[config.mk]
export PLATFORM = sky130hd
export DESIGN_NAME = lfs_ctrl
export DESIGN_NICKNAME = d
export VERILOG_FILES = /design/src/rtl/lfs_pkg.sv /design/src/rtl/lfs_ctrl.sv
export SDC_FILE = /design/constraint.sdc
export NUM_CORES = 1
export LEC_CHECK = 0
export BUFFER_PORTS_ARGS = -buffer_cell sky130_fd_sc_hd__buf_2
export CAP_MARGIN = 20
export CORE_MARGIN = 4
export CORE_UTILIZATION = 35
export CTS_CLUSTER_SIZE = 25
export DETAILED_ROUTE_END_ITERATION = 12
export PLACE_DENSITY = 0.53
export REMOVE_ABC_BUFFERS = 1
export SYNTH_ARGS = -nofsm -noshare
export SYNTH_HDL_FRONTEND = slang
export SYNTH_SLANG_ARGS = --single-unit
[constraint.sdc]
create_clock -name clock -period 2.8 [get_ports clock]
set_clock_uncertainty 0.05 [all_clocks]
set_input_delay 0 -clock clock [delete_from_list [all_inputs] [get_ports clock]]
set_output_delay 0 -clock clock [all_outputs]
set_load 0.02 [all_outputs]
[src/rtl/lfs_pkg.sv]
// lfs_pkg: shared types, constants and the arctangent table of the line-following
// steering unit. Used by lfs_ctrl, lfs_datapath and the top level; no dependencies.
`timescale 1ns / 1ps
package lfs_pkg;

   localparam int unsigned CSR_IDX_W = 3;

   localparam logic [CSR_IDX_W-1:0] CSR_LINE_X       = 3'd0;
   localparam logic [CSR_IDX_W-1:0] CSR_LINE_Y       = 3'd1;
   localparam logic [CSR_IDX_W-1:0] CSR_LINE_HEADING = 3'd2;
   localparam logic [CSR_IDX_W-1:0] CSR_CRUISE_SPEED = 3'd3;
   localparam logic [CSR_IDX_W-1:0] CSR_GOAL_X       = 3'd4;
   localparam logic [CSR_IDX_W-1:0] CSR_GOAL_Y       = 3'd5;

   localparam logic signed [33:0] PI_Q28      = 34'sd843314857;
   localparam logic signed [33:0] TWO_PI_Q28  = 34'sd1686629713;
   localparam logic signed [33:0] HALF_PI_Q28 = 34'sd421657428;
   localparam logic signed [53:0] GAIN_Q30    = 54'sd652032874;

   localparam logic signed [15:0] DIST_MAX  = 16'sd26214;
   localparam logic signed [15:0] RATE_MAX  = 16'sd25723;
   localparam logic signed [15:0] SPEED_MAX = 16'sd4096;

   localparam logic signed [60:0] GOAL_SQ_LIMIT   = 61'sd3865471;
   localparam logic signed [32:0] GOAL_AXIS_LIMIT = 33'sd1967;

   // floor(n / 100) = (n * RECIP_100) >> 32 for n below 2^26
   localparam logic [51:0] RECIP_100   = 52'd42949673;
   localparam logic signed [40:0] RATE_OFFSET = 41'sd26214400;
   localparam logic signed [20:0] QUOT_OFFSET = 21'sd262144;

   typedef enum logic [3:0] {
      MUL_NONE = 4'd0,
      MUL_QXY  = 4'd1,
      MUL_QWZ  = 4'd2,
      MUL_QWW  = 4'd3,
      MUL_QXX  = 4'd4,
      MUL_QYY  = 4'd5,
      MUL_QZZ  = 4'd6,
      MUL_CDY  = 4'd7,
      MUL_SDX  = 4'd8,
      MUL_GXX  = 4'd9,
      MUL_GYY  = 4'd10
   } mul_sel_type;

   typedef enum logic [1:0] {
      ACC_HOLD = 2'd0,
      ACC_LOAD = 2'd1,
      ACC_ADD  = 2'd2,
      ACC_SUB  = 2'd3
   } acc_op_type;

   typedef struct packed {
      logic        load_in;
      mul_sel_type mul_sel;
      acc_op_type  acc_op;
      logic        cap_num;
      logic        cap_den;
      logic        vec_init;
      logic        vec_step;
      logic        rot_init;
      logic        rot_step;
      logic        cap_trig;
      logic        cap_dist;
      logic        wrap_step;
      logic        rate1;
      logic        rate2;
      logic        rate3;
      logic        cap_goal;
      logic        out_load;
   } cmd_type;

   function automatic logic signed [33:0] atan_q28(input logic [4:0] i);
      logic signed [33:0] r;
      case (i)
         5'd0:    r = 34'sd210828714;
         5'd1:    r = 34'sd124459457;
         5'd2:    r = 34'sd65760959;
         5'd3:    r = 34'sd33381290;
         5'd4:    r = 34'sd16755422;
         5'd5:    r = 34'sd8385879;
         5'd6:    r = 34'sd4193963;
         5'd7:    r = 34'sd2097109;
         5'd8:    r = 34'sd1048571;
         5'd9:    r = 34'sd524287;
         5'd10:   r = 34'sd262144;
         5'd11:   r = 34'sd131072;
         5'd12:   r = 34'sd65536;
         5'd13:   r = 34'sd32768;
         5'd14:   r = 34'sd16384;
         5'd15:   r = 34'sd8192;
         5'd16:   r = 34'sd4096;
         5'd17:   r = 34'sd2048;
         5'd18:   r = 34'sd1024;
         5'd19:   r = 34'sd512;
         5'd20:   r = 34'sd256;
         5'd21:   r = 34'sd128;
         5'd22:   r = 34'sd64;
         5'd23:   r = 34'sd32;
         default: r = 34'sd0;
      endcase
      return r;
   endfunction

endpackage

[src/rtl/lfs_ctrl.sv]
// lfs_ctrl: sequencer of the steering unit; issues one command word per cycle.
// Depends on lfs_pkg (cmd_type, mul_sel_type, acc_op_type).
`timescale 1ns / 1ps
module lfs_ctrl #(
   parameter int CORDIC_STEPS = 16
) (
   input  logic                            clock,
   input  logic                            reset,
   input  logic                            req_valid,
   output logic                            req_stall,
   input  logic                            rsp_stall,
   output logic                            rsp_valid,
   output lfs_pkg::cmd_type                cmd,
   output logic [$clog2(CORDIC_STEPS)-1:0] iter
);

   localparam int IW = $clog2(CORDIC_STEPS);

   typedef enum logic [13:0] {
      S_IDLE   = 14'b00000000000001,
      S_QUAT   = 14'b00000000000010,
      S_VINIT  = 14'b00000000000100,
      S_VITER  = 14'b00000000001000,
      S_RINIT  = 14'b00000000010000,
      S_RITER  = 14'b00000000100000,
      S_TRIG   = 14'b00000001000000,
      S_DIST   = 14'b00000010000000,
      S_WRAP   = 14'b00000100000000,
      S_RATE1  = 14'b00001000000000,
      S_RATE2  = 14'b00010000000000,
      S_RATE3  = 14'b00100000000000,
      S_GOAL   = 14'b01000000000000,
      S_FINISH = 14'b10000000000000
   } state_type;

   state_type         state_ff, state_in;
   logic [IW-1:0]     cnt_ff, cnt_in;
   logic              rsp_valid_ff, rsp_valid_in;
   logic              last_iter;

   assign last_iter = (cnt_ff == IW'(CORDIC_STEPS - 1));
   assign iter      = cnt_ff;
   assign req_stall = (state_ff != S_IDLE);
   assign rsp_valid = rsp_valid_ff;

   always_comb begin
      cmd          = '0;
      cmd.mul_sel  = lfs_pkg::MUL_NONE;
      cmd.acc_op   = lfs_pkg::ACC_HOLD;
      state_in     = state_ff;
      cnt_in       = cnt_ff + IW'(1);
      rsp_valid_in = rsp_valid_ff && rsp_stall;
      case (state_ff)
         S_IDLE: begin
            cnt_in = '0;
            if (req_valid) begin
               cmd.load_in = 1'b1;
               state_in    = S_QUAT;
            end
         end
         S_QUAT: begin
            case (cnt_ff[2:0])
               3'd0: cmd.mul_sel = lfs_pkg::MUL_QXY;
               3'd1: begin
                  cmd.mul_sel = lfs_pkg::MUL_QWZ;
                  cmd.acc_op  = lfs_pkg::ACC_LOAD;
               end
               3'd2: begin
                  cmd.mul_sel = lfs_pkg::MUL_QWW;
                  cmd.acc_op  = lfs_pkg::ACC_ADD;
               end
               3'd3: begin
                  cmd.mul_sel = lfs_pkg::MUL_QXX;
                  cmd.acc_op  = lfs_pkg::ACC_LOAD;
                  cmd.cap_num = 1'b1;
               end
               3'd4: begin
                  cmd.mul_sel = lfs_pkg::MUL_QYY;
                  cmd.acc_op  = lfs_pkg::ACC_ADD;
               end
               3'd5: begin
                  cmd.mul_sel = lfs_pkg::MUL_QZZ;
                  cmd.acc_op  = lfs_pkg::ACC_SUB;
               end
               3'd6: cmd.acc_op = lfs_pkg::ACC_SUB;
               default: begin
                  cmd.cap_den = 1'b1;
                  cnt_in      = '0;
                  state_in    = S_VINIT;
               end
            endcase
         end
         S_VINIT: begin
            cmd.vec_init = 1'b1;
            cnt_in       = '0;
            state_in     = S_VITER;
         end
         S_VITER: begin
            cmd.vec_step = 1'b1;
            if (last_iter) begin
               cnt_in   = '0;
               state_in = S_RINIT;
            end
         end
         S_RINIT: begin
            cmd.rot_init = 1'b1;
            cnt_in       = '0;
            state_in     = S_RITER;
         end
         S_RITER: begin
            cmd.rot_step = 1'b1;
            if (last_iter) begin
               cnt_in   = '0;
               state_in = S_TRIG;
            end
         end
         S_TRIG: begin
            cmd.cap_trig = 1'b1;
            cnt_in       = '0;
            state_in     = S_DIST;
         end
         S_DIST: begin
            case (cnt_ff[1:0])
               2'd0: cmd.mul_sel = lfs_pkg::MUL_CDY;
               2'd1: begin
                  cmd.mul_sel = lfs_pkg::MUL_SDX;
                  cmd.acc_op  = lfs_pkg::ACC_LOAD;
               end
               2'd2: cmd.acc_op = lfs_pkg::ACC_SUB;
               default: begin
                  cmd.cap_dist = 1'b1;
                  cnt_in       = '0;
                  state_in     = S_WRAP;
               end
            endcase
         end
         S_WRAP: begin
            cmd.wrap_step = 1'b1;
            if (cnt_ff[1:0] == 2'd3) begin
               cnt_in   = '0;
               state_in = S_RATE1;
            end
         end
         S_RATE1: begin
            cmd.rate1 = 1'b1;
            state_in  = S_RATE2;
         end
         S_RATE2: begin
            cmd.rate2 = 1'b1;
            state_in  = S_RATE3;
         end
         S_RATE3: begin
            cmd.rate3 = 1'b1;
            cnt_in    = '0;
            state_in  = S_GOAL;
         end
         S_GOAL: begin
            case (cnt_ff[1:0])
               2'd0: cmd.mul_sel = lfs_pkg::MUL_GXX;
               2'd1: begin
                  cmd.mul_sel = lfs_pkg::MUL_GYY;
                  cmd.acc_op  = lfs_pkg::ACC_LOAD;
               end
               2'd2: cmd.acc_op = lfs_pkg::ACC_ADD;
               default: begin
                  cmd.cap_goal = 1'b1;
                  cnt_in       = '0;
                  state_in     = S_FINISH;
               end
            endcase
         end
         S_FINISH: begin
            cnt_in = '0;
            // hold until the output register is free
            if (!rsp_valid_ff || !rsp_stall) begin
               cmd.out_load = 1'b1;
               rsp_valid_in = 1'b1;
               state_in     = S_IDLE;
            end
         end
         default: begin
            cnt_in   = '0;
            state_in = S_IDLE;
         end
      endcase
   end

   always_ff @(posedge clock) begin
      if (reset) begin
         state_ff     <= S_IDLE;
         cnt_ff       <= '0;
         rsp_valid_ff <= 1'b0;
      end else begin
         state_ff     <= state_in;
         cnt_ff       <= cnt_in;
         rsp_valid_ff <= rsp_valid_in;
      end
   end

endmodule

==> flow_summary.toml, run 1 <==
[die]
dieArea_um2 = 5120
die_h_um = 71.5
initial_core_util_pct = 37.5
ios = 31
rows = 22
fp.coreArea_um2 = 3770
die_w_um = 71.5

[cts]
htreeDepth = 1
cts.sinks = 19
cts-root-buf = "clkbuf_8"
clk_latency_ns = 0.26
postCtsHoldBufs = 3
cts_tree = "done"
numCtsBuffers = 3
ctsResizeCount = 0
ctsLongestPathBuffers = 2
cts_setup_buffers = 0
clkTransAtPathRegs_ns = 0.08

[logic_synthesis]
yosysTopAreaCell = "dfxtp_1"
synth.distinct_cells = 55
synth_cells = 172
synthMuxAreaShare_pct = 0
synth-seq-cells = 19
yosysSeqAreaShare_pct = 26.9
netlist_area_um2 = 1410
synth_xor_area_share_pct = 4.34
synth_top_family_by_area = "simple AND/OR/NAND/NOR gates"
synth_edf_count = 0
synth-compound-area-share_pct = 19.7
synth_area_leaders = "dfxtp_1 27%, ha_1 5.3%, nor2_1 4.3%"
yosys.area.top_type_share_pct = 26.9
yosysWarnings = 0
async_flop_share_pct = 0
synth_ff_type = "dfxtp_1"
yosys.area_share.simple_pct = 37.0
synthAdderAreaFrac_pct = 5.31
synth_area_per_cell_um2 = 8.21

[routing]
ant_nets = 0
first_iter_violations = 70
vias = 1374
drcViolationCount = 0
first_pass_iters = 5
viasPerCell = 5.45
wl_per_cell_um = 15.1
wl_um = 3820

[critical_path]
critPathLaunchType = "flip-flop"
crit_required_ns = 2.75
crit_type = "flip-flop to output port"
endpoint_kind = "output port"
cp.arrival_ns = 2.47
rr_worst_depth = 5
path_max_fanout = 8

[final_layout]
final.fill_count = 387
regArea_um2 = 380
postLayoutCellArea_um2 = 1670
final_common_cell = "buf_2"
final_cells = 252
n_antenna_cell = 0
drive_gt1_share_pct = 28.4
multi_input_area_um2 = 937
fin_nets = 215
syn2layout_area_growth_pct = 18.1
layout_common_cells = "30 x buf_2, 19 x dfxtp_1, 16 x nor2_1"

[power_and_ir_drop]
p_per_area_nw_per_um2 = 360
irDropWorstVdd_mv = 0.303
p_leak_nw = 0.812

[timing]
hold_slack_ns = 0.0793
rsz0062_at_grt = "no"
min_period_ns = 2.52
setup_viol = 0
slew_headroom_pct = 64.3
finalHoldViolations = 0
setup_tns_ns = 0
finalCritPeriodShare_pct = 90.1
max_freq_mhz = 396
worst_pin_slew_ns = 0.531
slew_viol_final = 0

[global_route]
grt_pass1_vias = 1286
grt.overflow.total = 0
grtUsageTotal_pct = 15.1
grt_max_degree = 12
antenna_found_initial = 0
grt_pass1_wl_um = 6150

[job]
cap_violations = 0

[placement]
port-buffer-count = 30
place_area_um2 = 1590
place.gp.congestion = 0.804
dp_hpwl_um = 3020
dp_cells = 245

[min_path]
worstHoldPathType = "input pin to flip-flop"
hold_depth = 3

[run_status]
status = "finished, final reports clean"
-- registers in the layout, summed over array words and instances, names as in the netlist --
signal	flops
state_ff	14
iter	4
rsp_valid	1
-- final timing paths --
| check | startpoint | end | slack (ns) |
|---|---|---|---|
| worst min register to register | iter[0]$_SDFF_PP0_ | iter[0]$_SDFF_PP0_ | 0.46 |
| worst min-delay path | req_valid | state_ff[0]$_SDFFE_PP1P_ | 0.08 |
| worst max register to register | state_ff[4]$_SDFFE_PP0P_ | rsp_valid$_SDFF_PP0_ | 0.35 |
| worst max-delay path | state_ff[4]$_SDFFE_PP0P_ | cmd[17] | 0.28 |
-- synth_stat cells, types with 2 or more instances --
library cell / n
nor2_1: 16
o21ai_1: 5
nor3_1: 7
and3_1: 8
dfxtp_1: 19
and3b_1: 2
ha_1: 6
buf_4: 2
nand3_1: 5
o21ai_0: 5
or4_4: 4
nor4_4: 2
nor4_1: 3
o2bb2ai_1: 3
inv_1: 15
nor3b_1: 3
o22ai_1: 2
or3_1: 3
xnor2_1: 2
nand2_1: 15
a21oi_1: 6
xor2_1: 5
a22oi_1: 2
-- where the power goes --
part	internal (mW)	switching, mW
registers	0.274	0.00831
logic	0.0516	0.0687
clock network	0.0992	0.0977
-- metal layers --
metal  vias up  routed length [um]  track usage (%)
met5         -                   0                0
met4         0                  46             4.18
met3         6                 189             3.51
met2        40                1890             26.5
met1       651                1690             18.2
li1        677                   -                -
-- critical path, stage by stage, from the launching register on --
cell and delay (ns):
dfxtp_1 0.36, or4_1 0.75, nor4_4 0.53, and3_1 0.25, o22ai_1 0.08, nand2_1 0.09
buf_2 0.16
-- per-stage QoR --
stage	setup slack (ns)	power (mW)	utilization [%]
3_5_place_dp	0.412	0.407	42.2
4_1_cts	0.264	0.609	44.2
6_report	0.276	0.600	44.2
3_3_place_gp	0.471	0.406	42.2
5_1_grt	0.139	0.628	44.2
2_1_floorplan	0.341	0.376	-
-- cell families after synthesis --
| logic type | Yosys count |
|---|---|
| DFF | 19 |
| adders and majority gates | 6 |
| and+or+nand+nor | 83 |
| buffers and inverters | 21 |
| xor gates and xnor gates | 7 |
| AOI/OAI and AO/OA | 36 |
-- cell type report --
| type | count | area share [%] |
|---|---|---|
| well taps | 48 | 3.60 |
| repair buffers | 34 | 11.3 |
| multi-input cells | 132 | 56.2 |
| clock inverters | 1 | 0.300 |
| inverters | 15 | 3.38 |
| flip-flops and latches | 19 | 22.8 |
| clock buffers | 3 | 2.48 |
No activity file was read; power rests on OpenSTA's default activity.
==> inputs of run 2 (changes only) <==
Settings changed: CORE_ASPECT_RATIO set to 1.5, PLACE_DENSITY 0.53 to 0.66.
==> run 2 against run 1 <==
Sequential power hardly changed. Via count is 1.4% lower. Register-to-register slack hardly changed. Clock power hardly changed. First-iteration DRC count is 33% lower. Hold slack better by 0.019 ns. Total power is 0.79% lower. Non-clock buffer count stayed put. Setup slack better by 0.0029 ns. Critical path depth stayed put. Die area is 0.40% higher. Critical endpoint unchanged.
==> flow_summary.toml, run 2 (synthesis results as in run 1) <==
[run_status]
status = "finished, final reports clean"

[timing]
rsz0062_at_grt = "no"
max_freq_mhz = 397
setup_viol = 0
finalCritPeriodShare_pct = 90.0
min_period_ns = 2.52
slew_viol_final = 0
layout_setup_ws_ns = 0.279
slew_headroom_pct = 71.4
setup_tns_ns = 0
worst_pin_slew_ns = 0.425
finalHoldViolations = 0

[critical_path]
path_cells = "or4_1, nor4_4, and3_1, o22ai_1, nand2_1, buf_2"
crit_family = "simple AND/OR/NAND/NOR gates"
cp.arrival_ns = 2.47
path_max_fanout = 8
cp_slowest_stage_delay_ns = 0.76
crit_required_ns = 2.75
critPathLaunchType = "flip-flop"
crit_slowest_cell = "or4_1"
endpoint_kind = "output port"
path_buf_inv = 1
crit_type = "flip-flop to output port"

[placement]
place.gp.congestion = 0.849
port-buffer-count = 30
dp_hpwl_um = 2900
dp_cells = 242
pre_cts_ws_ns = 0.427

[cts]
ctsResizeCount = 0
clkTransAtPathRegs_ns = 0.07
numCtsBuffers = 3
postCtsHoldBufs = 3
clk_latency_ns = 0.26
cts-root-buf = "clkbuf_8"
htreeDepth = 1
ctsLongestPathBuffers = 2
cts_tree = "done"
cts_setup_buffers = 0
cts.sinks = 19

[global_route]
grtUsageTotal_pct = 15.5
grt_pass1_wl_um = 6120
antenna_found_initial = 0
grt_max_degree = 11
grt.overflow.total = 0
grt_pass1_vias = 1318

[die]
dieArea_um2 = 5140
rows = 28
die_w_um = 59.9
die_h_um = 85.8
ios = 31
fp.coreArea_um2 = 3920
initial_core_util_pct = 36.0

[routing]
wl_um = 3660
first_iter_violations = 47
wl_per_cell_um = 14.7
viasPerCell = 5.44
first_pass_iters = 4
drcViolationCount = 0
ant_nets = 0
vias = 1355

[final_layout]
final.fill_count = 422
largest_reg_flops = 14
regMostFlops = "state_ff"
regArea_um2 = 380
n_antenna_cell = 0
multi_input_area_um2 = 937
layout_common_cells = "30 x buf_2, 19 x dfxtp_1, 16 x nor2_1"
final_common_cell = "buf_2"
fin_nets = 215
drive_gt1_share_pct = 27.9
syn2layout_area_growth_pct = 17.7
final_cells = 249

[job]
cap_violations = 0

[min_path]
worstHoldPathType = "input pin to flip-flop"

[power_and_ir_drop]
p_per_area_nw_per_um2 = 358
power_mw = 0.595
irDropWorstVdd_mv = 0.301
p_leak_nw = 0.809
[run 2: area by class of cell]
| type | instances | area share, % |
|---|---|---|
| well taps | 45 | 3.39 |
| inverters | 15 | 3.39 |
| repair buffers | 34 | 11.3 |
| clock buffers | 4 | 2.71 |
| multi-input cells | 132 | 56.4 |
| flip-flops and latches | 19 | 22.9 |
[run 2: worst paths after layout]
check | from | to | slack [ns] | cells after the start
worst max-delay path | state_ff[4]$_SDFFE_PP0P_ | cmd[17] | 0.28 | 6
worst min-delay path | req_valid | state_ff[1]$_SDFFE_PP0P_ | 0.1 | 5
worst max register to register | state_ff[4]$_SDFFE_PP0P_ | rsp_valid$_SDFF_PP0_ | 0.34 | 5
worst min register to register | iter[0]$_SDFF_PP0_ | iter[0]$_SDFF_PP0_ | 0.47 | 1
[run 2: per-layer routing]
metal  global-route usage [%]  wire length [um]
met3                     1.96               180
met2                     27.8              1990
met5                        0                 0
met4                     6.85                75
met1                     17.5              1410
[run 2: worst reg2reg max path, cell delays in order, from the launching register on]
cell and delay (ns):
dfxtp_1 0.36, or4_1 0.76, nor3_1 0.38, nand3_1 0.16
a21oi_1 0.15, dlygate4sd3_1 0.55
[run 2: power by group]
group	switching, mW	internal [mW]
Combinational	0.0656	0.0515
Sequential	0.00875	0.274
Clock	0.0933	0.101
[run 2: stage by stage]
step	area (um^2)	utilization [%]	hold WS [ns]
after floorplan	1370	-	0.0191
after global placement	1590	40.5	0.235
after detailed placement	1590	40.5	0.239
after CTS	1660	42.4	0.0989
after global routing	1660	42.4	0.0947
final	1660	42.4	0.0986
==> inputs of run 3 (changes only) <==
Settings changed: CORE_ASPECT_RATIO 1.5 to 0.9, PLACE_DENSITY 0.66 to not set, PLACE_DENSITY_LB_ADDON set to 0.12.
==> run 3 against run 2 <==
Global-route usage up 0.66 points. Sequential share of layout area up 0.069 points. Utilization up 1.1 points. Maximum frequency down 1.0%. Register-to-register slack better by 0.03 ns. Cell area down 0.30%. Routed wire length up 5.9%. Critical endpoint unchanged. Largest power group unchanged.
==> flow_summary.toml, run 3 (synthesis results as in run 1) <==
[cts]
cts-root-buf = "clkbuf_8"
cts.sinks = 19
ctsResizeCount = 0
postCtsHoldBufs = 2
clk_latency_ns = 0.26
cts_setup_buffers = 0
numCtsBuffers = 3
ctsLongestPathBuffers = 2
clkTransAtPathRegs_ns = 0.08
cts_tree = "done"
htreeDepth = 1

[global_route]
grtUsageTotal_pct = 16.1
grt_pass1_wl_um = 6330
antenna_found_initial = 0
grt.overflow.total = 0
grt_pass1_vias = 1282
grt_max_degree = 13

[placement]
dp_hpwl_um = 3040
place.gp.congestion = 0.838
port-buffer-count = 30
dp_cells = 243
pre_cts_ws_ns = 0.411

[die]
initial_core_util_pct = 37.1
die_h_um = 68.3
dieArea_um2 = 5120
fp.coreArea_um2 = 3810
ios = 31
die_w_um = 75.0
rows = 21

[timing]
slew_viol_final = 0
setup_tns_ns = 0
max_freq_mhz = 393
layout_setup_ws_ns = 0.253
min_period_ns = 2.55
worst_pin_slew_ns = 0.559
setup_viol = 0
finalHoldViolations = 0
finalCritPeriodShare_pct = 91.0
rsz0062_at_grt = "no"
slew_headroom_pct = 62.4

[critical_path]
path_max_fanout = 8
cp.arrival_ns = 2.50
endpoint_kind = "output port"
startpoint = "state_ff[4]$_SDFFE_PP0P_"
crit_type = "flip-flop to output port"
crit_required_ns = 2.75
crit_family = "simple AND/OR/NAND/NOR gates"
path_cells = "or4_1, nor4_4, and3_1, o22ai_1, nand2_1, buf_2"
path_buf_inv = 1
critPathLaunchType = "flip-flop"
crit_slowest_cell = "or4_1"
r2r_start = "state_ff[4]$_SDFFE_PP0P_"
cp_slowest_stage_delay_ns = 0.75

[final_layout]
finalCoreUtilization_pct = 43.5
final_common_cell = "buf_2"
largest_reg_flops = 14
layout_common_cells = "30 x buf_2, 19 x dfxtp_1, 16 x nor2_1"
final_cells = 249
fin_nets = 214
syn2layout_area_growth_pct = 17.4
n_antenna_cell = 0
regMostFlops = "state_ff"
drive_gt1_share_pct = 28.6

[power_and_ir_drop]
p_per_area_nw_per_um2 = 366
combPwrFrac_pct = 19.9
clockPowerShare_pct = 33.4
p_leak_nw = 0.801
p_seq_share_pct = 46.6
power_switching_mw = 0.181
p_int_mw = 0.426
irDropWorstVdd_mv = 0.282
p_sw_share_pct = 29.8

[routing]
viasPerCell = 5.42
first_pass_iters = 4
ant_nets = 0
vias = 1349
route.top_layer_used = "met4"
m1WireLength_um = 1940
dr_wl_met3_um = 194
wl_per_cell_um = 15.6
drcViolationCount = 0
first_iter_violations = 95
wl_um = 3880
routed-wl-met2_um = 1710

[min_path]
worstHoldPathType = "input pin to flip-flop"
hp-start = "req_valid"

[run_status]
status = "finished, final reports clean"

[job]
cap_violations = 0
==> run 3: area by class of cell <==
type	instances	area, um^2
clock buffers	3	41.3
clock inverters	1	7.51
fillers	382	2150
inverters	15	56.3
multi-input cells	132	937
flip-flops and latches	19	380
well taps	46	57.6
repair buffers	33	178
==> run 3: final timing paths <==
kind	cells after the start	to	slack, ns
worst min-delay path	3	state_ff[0]$_SDFFE_PP1P_	0.07
worst min register to register	2	rsp_valid$_SDFF_PP0_	0.47
worst max register to register	6	state_ff[4]$_SDFFE_PP0P_	0.37
worst max-delay path	6	cmd[17]	0.25
==> run 3: routing by layer <==
| layer | vias to the layer above | global-route usage, % |
|---|---|---|
| li1 | 675 | - |
| met1 | 628 | 23.7 |
| met2 | 40 | 24.2 |
| met3 | 6 | 2.64 |
| met4 | 0 | 4.00 |
| met5 | - | 0 |
==> run 3: power groups by stage <==
stage / registers, mW / logic (mW) / clock network, mW
2_1_floorplan: 0.287 / 0.0891 / 0
3_3_place_gp: 0.289 / 0.117 / 0
3_5_place_dp: 0.289 / 0.118 / 0
4_1_cts: 0.283 / 0.121 / 0.205
5_1_grt: 0.284 / 0.132 / 0.215
6_report: 0.283 / 0.121 / 0.203
==> run 3: metrics by stage <==
step           instance area (um^2)  hold slack (ns)  total power, mW
2_1_floorplan                  1370           0.0191            0.376
3_3_place_gp                   1590            0.231            0.406
3_5_place_dp                   1590            0.237            0.407
4_1_cts                        1660           0.0751            0.609
5_1_grt                        1660           0.0913            0.631
6_report                       1660           0.0691            0.607
==> run 3: worst min-delay path: cells and delay by family <==
| kind | cells | cell delay (ns) |
|---|---|---|
| compound gates | 2 | 0.24 |
| buf+inv | 1 | 0.11 |
